<file path="config.mk">
export PLATFORM = sky130hd
export DESIGN_NAME = irq_rtk_rank
export DESIGN_NICKNAME = d
export VERILOG_FILES = /design/src/sv/irq_rate_top_k_monitor_top_assert.svh /design/src/sv/irq_rtk_pkg.sv /design/src/sv/irq_rtk_rank.sv
export SDC_FILE = /design/constraint.sdc
export NUM_CORES = 1
export LEC_CHECK = 0
export BUFFER_PORTS_ARGS = -buffer_cell sky130_fd_sc_hd__buf_2
export CAP_MARGIN = 20
export CORE_MARGIN = 2
export CORE_UTILIZATION = 35
export CTS_BUF_LIST = sky130_fd_sc_hd__clkbuf_16
export CTS_CLUSTER_DIAMETER = 150
export CTS_CLUSTER_SIZE = 20
export DETAILED_ROUTE_END_ITERATION = 10
export PLACE_DENSITY_LB_ADDON = 0.15
export SLEW_MARGIN = 0
export SYNTH_ARGS = -nofsm -noshare
export SYNTH_HDL_FRONTEND = slang
export SYNTH_SLANG_ARGS = --single-unit
export TNS_END_PERCENT = 10
</file>
<file path="constraint.sdc">
create_clock -name clk -period 10.08 [get_ports clk]
set_input_delay 1.512 -clock clk [delete_from_list [all_inputs] [get_ports clk]]
set_output_delay 1.512 -clock clk [all_outputs]
set_load 0.05 [all_outputs]
</file>
<file path="src/sv/irq_rate_top_k_monitor_top_assert.svh">
`ifndef IRQ_RATE_TOP_K_MONITOR_TOP_ASSERT_SVH
`define IRQ_RATE_TOP_K_MONITOR_TOP_ASSERT_SVH

// same-cycle check: cons holds whenever ante holds
`define IRQ_RTK_HOLDS(label, ante, cons, msg) \
  label: assert property (@(posedge clk) disable iff (rst) (ante) |-> (cons)) \
    else $error(msg);

// next-cycle check: cons holds in the cycle after ante
`define IRQ_RTK_NEXT(label, ante, cons, msg) \
  label: assert property (@(posedge clk) disable iff (rst) (ante) |=> (cons)) \
    else $error(msg);

`endif

</file>
<file path="src/sv/irq_rtk_pkg.sv">
package irq_rtk_pkg;

  // default sizes
  localparam int MAX_IRQS_DEF = 1024;
  localparam int TOP_K_DEF    = 10;

  // fixed field widths
  localparam int OP_W   = 2;
  localparam int NUM_W  = 10;
  localparam int CNT_W  = 32;
  localparam int CFG_W  = 11;
  localparam int RANK_W = 4;

  localparam logic [CFG_W-1:0] IRQS_IN_USE_RST = 11'd1024;

  // result kinds
  localparam logic KIND_TOTAL = 1'b0;
  localparam logic KIND_RANK  = 1'b1;

  typedef enum logic [OP_W-1:0] {
    OP_SAMPLE    = 2'd0,
    OP_SWEEP_END = 2'd1,
    OP_REPORT    = 2'd2,
    OP_IGNORE    = 2'd3
  } op_t;

  typedef enum logic [2:0] {
    ST_CLEAR,
    ST_IDLE,
    ST_SAMPLE_WR,
    ST_RANK_RD,
    ST_RANK_CMP,
    ST_EMIT
  } state_t;

  // sequencer to ranking unit
  typedef struct packed {
    logic clear;
    logic step;
  } rank_ctrl_t;

  // ranking unit to sequencer
  typedef struct packed {
    logic done;
    logic valid;
  } rank_stat_t;

  // count increase, zero when the count did not grow
  function automatic logic [CNT_W-1:0] rise_of(input logic [CNT_W-1:0] count,
                                               input logic [CNT_W-1:0] last);
    rise_of = (count <= last) ? '0 : count - last;
  endfunction

endpackage

</file>
<file path="src/sv/irq_rtk_rank.sv">
module irq_rtk_rank #(
  parameter int MAX_IRQS = 1024,
  parameter int TOP_K    = 10
) (
  input  logic                                        clk,
  input  logic                                        rst,
  input  irq_rtk_pkg::rank_ctrl_t                     ctrl,
  input  logic [((TOP_K > 1) ? $clog2(TOP_K) : 1)-1:0] rd_idx,
  input  logic [$clog2(MAX_IRQS)-1:0]                 cand_line,
  input  logic [irq_rtk_pkg::CNT_W-1:0]               cand_delta,
  output irq_rtk_pkg::rank_stat_t                     stat,
  output logic [$clog2(MAX_IRQS)-1:0]                 rd_line,
  output logic [irq_rtk_pkg::CNT_W-1:0]               rd_delta
);
  import irq_rtk_pkg::*;

  localparam int LINE_W = $clog2(MAX_IRQS);
  localparam int POS_W  = (TOP_K > 1) ? $clog2(TOP_K) : 1;
  localparam logic [POS_W-1:0] LAST_POS = POS_W'(TOP_K - 1);

  logic [TOP_K-1:0]  slot_valid;
  logic [LINE_W-1:0] slot_line  [TOP_K];
  logic [CNT_W-1:0]  slot_delta [TOP_K];
  logic [POS_W-1:0]  pos;

  logic [POS_W-1:0]  sel_idx;
  logic              sel_valid;
  logic              greater;
  logic              place;

  // single read port: walk position while stepping, else read-out index
  assign sel_idx   = ctrl.step ? pos : rd_idx;
  assign sel_valid = slot_valid[sel_idx];
  assign rd_line   = slot_line[sel_idx];
  assign rd_delta  = slot_delta[sel_idx];

  // shared compare: strictly greater wins the slot
  assign greater = cand_delta > rd_delta;
  assign place   = !sel_valid || greater;

  assign stat.valid = sel_valid;
  assign stat.done  = ctrl.step && (place || (pos == LAST_POS));

  // insertion, one slot compared per cycle while stepping
  always_ff @(posedge clk) begin
    if (rst) begin
      slot_valid <= '0;
      pos        <= '0;
    end else if (ctrl.clear) begin
      slot_valid <= '0;
      pos        <= '0;
    end else if (ctrl.step) begin
      if (place) begin
        for (int k = 1; k < TOP_K; k++) begin
          if (POS_W'(k) > pos) begin
            slot_valid[k] <= slot_valid[k-1];
            slot_line[k]  <= slot_line[k-1];
            slot_delta[k] <= slot_delta[k-1];
          end
        end
        slot_valid[pos] <= 1'b1;
        slot_line[pos]  <= cand_line;
        slot_delta[pos] <= cand_delta;
        pos             <= '0;
      end else if (pos == LAST_POS) begin
        pos <= '0;
      end else begin
        pos <= pos + 1'b1;
      end
    end
  end

endmodule

</file>
==> impl_metrics.ini, run 1 <==
[power]
leakage_nw = 11.58
powerDensity_nw_per_um2 = 153.7
max-vdd-ir-drop_uv = 94.36

[cts]
cts_tree = yes
cts.sinks = 686
hold_buffers = 0
postCtsSetupBuffers = 0
cts-root-buf = clkbuf_16
cts.path.max_buffers = 3
clkTransAtPathRegs_ps = 90
htree_levels = 2
cts_resized = 0
clk_latency_ps = 600
cts_inserted_buffers = 40

[floorplan]
ios = 94
core_sq_um = 92910
chipHeight_um = 309.6
initial_core_util_pct = 35.19
die_w_um = 309.6
rows = 112
dieArea_sq_um = 95860

[worst_setup_path]
cp-start-kind = input port
end_kind = primary output
slowest_stage = mux2_8
worstPathRequired_ps = 8570
crit_chain = buf_2, mux2_8, buf_12, mux4_2, and2_1, a211oi_1, a31oi_1, ha_1, nand4_1, nor4_1, nand2b_1, a21o_1, a31oi_1, buf_2
cp_data_arrival_time_ps = 6850
path_class = in -> out
cpPeakStageDelay_ps = 830
worstPathMaxFanout = 64

[place]
dp_hpwl_mm = 48.91
preCtsSetupSlack_ps = 1663
globalplace.congestion = 0.8073
io_buffer_count = 93

[global_route]
grt_pass1_wl_mm = 132.0
grt_max_degree = 84
grt-ovfl-total = 0
grt_usage_pct = 19.15
antenna_found_initial = 5
grt_pass1_vias = 18070

[route]
initialDrtViolationCount = 1729
wl_per_cell_um = 29.73
vias_per_cell = 5.590
ant_nets = 0
dr.pass1.iters = 8
vias = 17263
wirelength_mm = 91.82
drc = 0

[timing]
slew_headroom_pct = 24.46
max_freq_mhz = 119.7
period_needed_ps = 8358
hold_viol_final = 0
rsz0062_at_grt = no
finalMaxSlewViolations = 0
clock_skew_ps = 37.13
setup_tns_ps = 0
finalSetupViolations = 0
worst_pin_slew_ps = 1133
setup_slack_ps = 1722
period_share_pct = 82.91

[synthesis]
synth.most_common_cell = edfxtp_1
yosysUniqueCellTypes = 54
syn_avg_cell_area_sq_um = 18.70
yosysWarningCount = 0
netlist.area_leader.share_pct = 61.73
yosysSeqAreaShare_pct = 62.59
yosys.area.top_type = edfxtp_1
synthFlopType = edfxtp_1
postSynthCellCount = 1748
syn_nets = 1834
async_flop_share_pct = 0
yosys-top-cells-count = edfxtp_1 (672), mux2_2 (241), mux4_2 (168)
synthesis.area_sq_um = 32690
ys_ff_latch = 686
synth_top_cells_by_area = edfxtp_1 (62%), mux4_2 (12%), mux2_2 (8.3%), mux2_4 (5.6%), mux2i_1 (2.1%)
synth_edf_count = 672

[layout]
final.fill_count = 8453
final_nets = 1905
drive_gt1_share_pct = 40.81
syn_to_final_growth_pct = 9.503
post-route-util_pct = 38.53

[hold_path]
worstHoldPathType = reg -> reg

[job]
drv_cap = 0

[outcome]
status = finished clean
## final timing paths
check / from / slack, ps / end / cells after the start
worst max-delay path: ctrl[0] / 1720 / stat[1] / 14
worst min-delay path: slot_valid[9] / 510 / slot_valid[9] / 1
worst max register to register: pos[0] / 3100 / slot_delta[12][15] / 14
worst min register to register: slot_valid[9] / 510 / slot_valid[9] / 1
## power by group
group          leakage, nW  switching [mW]  internal, mW  total [mW]
Sequential            6.22          0.0271          3.18        3.21
Combinational         4.77           0.382         0.220       0.602
Clock                0.586           0.947         0.741        1.69
Total                 11.6            1.36          4.14        5.50
## cell usage in the layout (no fill, tap or decap), drive strengths merged, types with 2 or more instances in the layout
cell,instances
nor2b,2
nand4,14
a221oi,3
a21oi,27
mux2i,71
nand3,8
nand2,44
and4,4
a21o,7
and3,4
a211o,2
o21a,3
o22a,2
or3,2
o221a,4
ha,36
dfxtp,14
nand2b,2
nor2,11
o21ai,14
a2111oi,4
nor3,7
o211ai,2
edfxtp,672
mux2,410
inv,57
and2,12
clkbuf,41
a31oi,14
nor4,4
mux4,168
buf,139
a211oi,17
## flip-flops by register name, indices dropped and copies added, names as in the netlist
name / cells
slot_delta: 512
slot_valid: 10
pos: 4
slot_line: 160
## critical path: cells and delay by family
family / cells / cell delay, ps
AO/OA/AOI/OAI: 4 / 1150
adder cells (fa/ha/maj): 1 / 340
buffers and inverters: 3 / 1260
multiplexers: 2 / 1380
AND/OR/NAND/NOR: 4 / 1040
## metal layers
metal / up-vias / share of wire, % / track usage, % / wire (um)
li1: 7245 / - / - / -
met2: 475 / 47 / 30.35 / 42830
met4: 6 / 1.8 / 3.951 / 1690
met1: 9439 / 46 / 28.06 / 42690
met3: 98 / 5.0 / 2.726 / 4571
met5: - / 0.035 / 0 / 32
## cell type report
cell class | count | area (sq um) | share of cell area [%]
Sequential cell | 686 | 20460 | 57.15
Multi-Input combinational cell | 910 | 11620 | 32.45
Tap cell | 1254 | 1569 | 4.383
Clock buffer | 41 | 1026 | 2.866
Timing Repair Buffer | 139 | 885.9 | 2.475
Inverter | 42 | 157.7 | 0.4404
Clock inverter | 15 | 78.83 | 0.2202
Antenna cell | 1 | 2.502 | 0.006991
## kinds of logic after synthesis
family          after synthesis  share of synthesized area [%]
xor+xnor                      2                        0.05359
simple gates                116                          1.776
mux                         649                          29.31
buf+inv                     152                          2.484
fa+ha+maj                    36                          1.378
compound gates              107                          2.411
flops                       686                          62.59
## per-stage QoR
stage,hold WS [ps],std cells,power [mW],instance area [sq um]
after floorplan,436.3,1748,3.666,32690
after global placement,460.6,3031,3.880,34690
after detailed placement,471.4,3031,3.885,34690
after CTS,494.1,3087,5.569,35790
after global routing,516.8,3087,5.691,35790
final,508.5,3088,5.501,35800
(Power assumes the default switching activity.)
==> run 2: changes to the inputs <==
- clock period: 10.08 -> 7.2 ns (I/O delays scaled with it)
==> impl_metrics.ini, run 2 (synthesized netlist as in run 1, its figures left out) <==
[outcome]
status = finished clean

[place]
dp_hpwl_mm = 52.62
globalplace.congestion = 0.7924
io_buffer_count = 93
preCtsSetupSlack_ps = -70.98

[layout]
ff_latch_area_sq_um = 20460
final_common_cell = edfxtp_1
drive_gt1_share_pct = 41.81
final.fill_count = 8441
final_nets = 1936
reg_top3 = slot_delta (512), slot_line (160), slot_valid (10)
mostFrequentLayoutCells = edfxtp_1 (672), mux2_2 (239), mux4_2 (168)
multi_input_area_sq_um = 11700
largest_register_ffs = 512
syn_to_final_growth_pct = 11.17
regMostFlops = slot_delta

[cts]
htree_levels = 2
cts-root-buf = clkbuf_16
clk_latency_ps = 620
cts_inserted_buffers = 40
cts.sinks = 686
cts_tree = yes
cts.path.max_buffers = 3
clkTransAtPathRegs_ps = 100
postCtsSetupBuffers = 0
hold_buffers = 0

[route]
drc = 0
vias_per_cell = 5.580
wl_per_cell_um = 30.59
initialDrtViolationCount = 1607
ant_nets = 0
dr.pass1.iters = 5
wirelength_mm = 95.59
vias = 17436

[worst_setup_path]
r2r_cells = 16
cpPeakStageDelay_ps = 570
path_class = in -> out
cp-start-kind = input port
crit_family = buffers and inverters
cp.buffers_inverters = 5
reg2reg_setup_slack_ps = 890
worstPathMaxFanout = 17
cp_data_arrival_time_ps = 5880
worstPathRequired_ps = 6120
timing.rr.end = slot_delta[3][26]
rr_startpoint = pos[0]
slowest_stage = nor4_2
crit_chain = buf_2, mux2_8, buf_4, mux4_2, mux2i_1, mux2i_1, inv_1, ha_1, nand4_1, nor4_2, buf_4, nand2b_1, a21o_1, a31oi_1, buf_2
end_kind = primary output

[floorplan]
rows = 112
ios = 94
core_sq_um = 92910
initial_core_util_pct = 35.19
chipHeight_um = 309.6
die_w_um = 309.6
dieArea_sq_um = 95860

[global_route]
grt_pass1_vias = 18164
antenna_found_initial = 5
grt_max_degree = 60
grt_pass1_wl_mm = 135.4
grt-ovfl-total = 0
grt_usage_pct = 19.64

[timing]
period_needed_ps = 6959
clock_skew_ps = 41.36
hold_viol_final = 0
rsz0062_at_grt = no
worst_pin_slew_ps = 1075
max_freq_mhz = 143.7
fin_hold_ws_ps = 498.1
period_share_pct = 96.66
finalSetupViolations = 0
setup_slack_ps = 240.6
finalMaxSlewViolations = 0
slew_headroom_pct = 27.58

[hold_path]
worstHoldPathType = reg -> reg
min_from = slot_valid[9]
hold-path-endpoint = slot_valid[9]
hold_depth = 1

[power]
p_total_mw = 7.746
powerDensity_nw_per_um2 = 213.1
max-vdd-ir-drop_uv = 182.5
leakage_nw = 11.82

[job]
drv_cap = 0
==> run 2: changes by cell type in the layout (fill, tap and decap cells not counted), sizes merged <==
cell,delta
diode,+2
inv,+4
mux2,+2
buf,+29
==> run 2: how the worst max path moves through the flow <==
stage | startpoint | endpoint | slack (ps) | cells after the start
finish | ctrl[0] | stat[1] | 240 | 15
global route | pos[0] | stat[1] | 40 | 14
CTS | pos[0] | stat[1] | 190 | 14
detailed placement | ctrl[0] | stat[1] | -70 | 15
global placement | ctrl[0] | stat[1] | -60 | 15
floorplan | ctrl[0] | slot_delta[6][0] | -440 | 19
==> run 2: per-stage QoR <==
stage | util, % | TNS [ps] | cells | cell area, sq um
finish | 39.12 | 0 | 3125 | 36340
global route | 39.11 | 0 | 3123 | 36340
CTS | 39.07 | 0 | 3119 | 36300
detailed placement | 37.86 | -1367 | 3059 | 35170
global placement | 37.86 | -57.09 | 3059 | 35170
floorplan | - | -60650 | 1748 | 32750
==> run 2: final cells by class <==
type / count / area share, %
Clock inverter: 19 / 0.2582
Inverter: 42 / 0.4338
Multi-Input combinational cell: 912 / 32.19
Sequential cell: 686 / 56.30
Tap cell: 1254 / 4.317
Clock buffer: 41 / 2.823
Antenna cell: 3 / 0.02066
Timing Repair Buffer: 168 / 3.656
==> run 2: power breakdown <==
part | leakage [nW] | switching [mW] | internal [mW]
clock | 0.607 | 1.33 | 1.04
sequential | 6.22 | 0.0386 | 4.46
combinational | 4.99 | 0.551 | 0.326
total | 11.8 | 1.92 | 5.82
==> run 2: layer usage <==
metal  track usage [%]  wire, um  vias up
met2             33.05     46760      422
met3             2.056      3559       84
met4             3.296      1669        2
met1             27.90     43580     9607
li1                  -         -     7321
met5                 0        13        -
==> run 2: what timing repair did <==
| action | 4_1_cts | 5_1_grt |
|---|---|---|
| pin swaps | 0 | 0 |
| gates resized for setup | 1 | 0 |
| endpoints found under the setup margin | 1 | 1 |
| cloned | 0 | 2 |
==> run 2: worst reg2reg max path: stages (launching register included) <==
cell and delay, ps:
dfxtp_1 850, mux2_8 540, buf_4 400, mux4_2 570
mux2i_1 160, mux2i_1 140, inv_1 130, ha_1 220
nand4_1 190, nor4_2 570, buf_4 240, nand2b_1 70
a21o_1 360, buf_4 310, a21o_1 390, nor3_4 220
buf_4 530
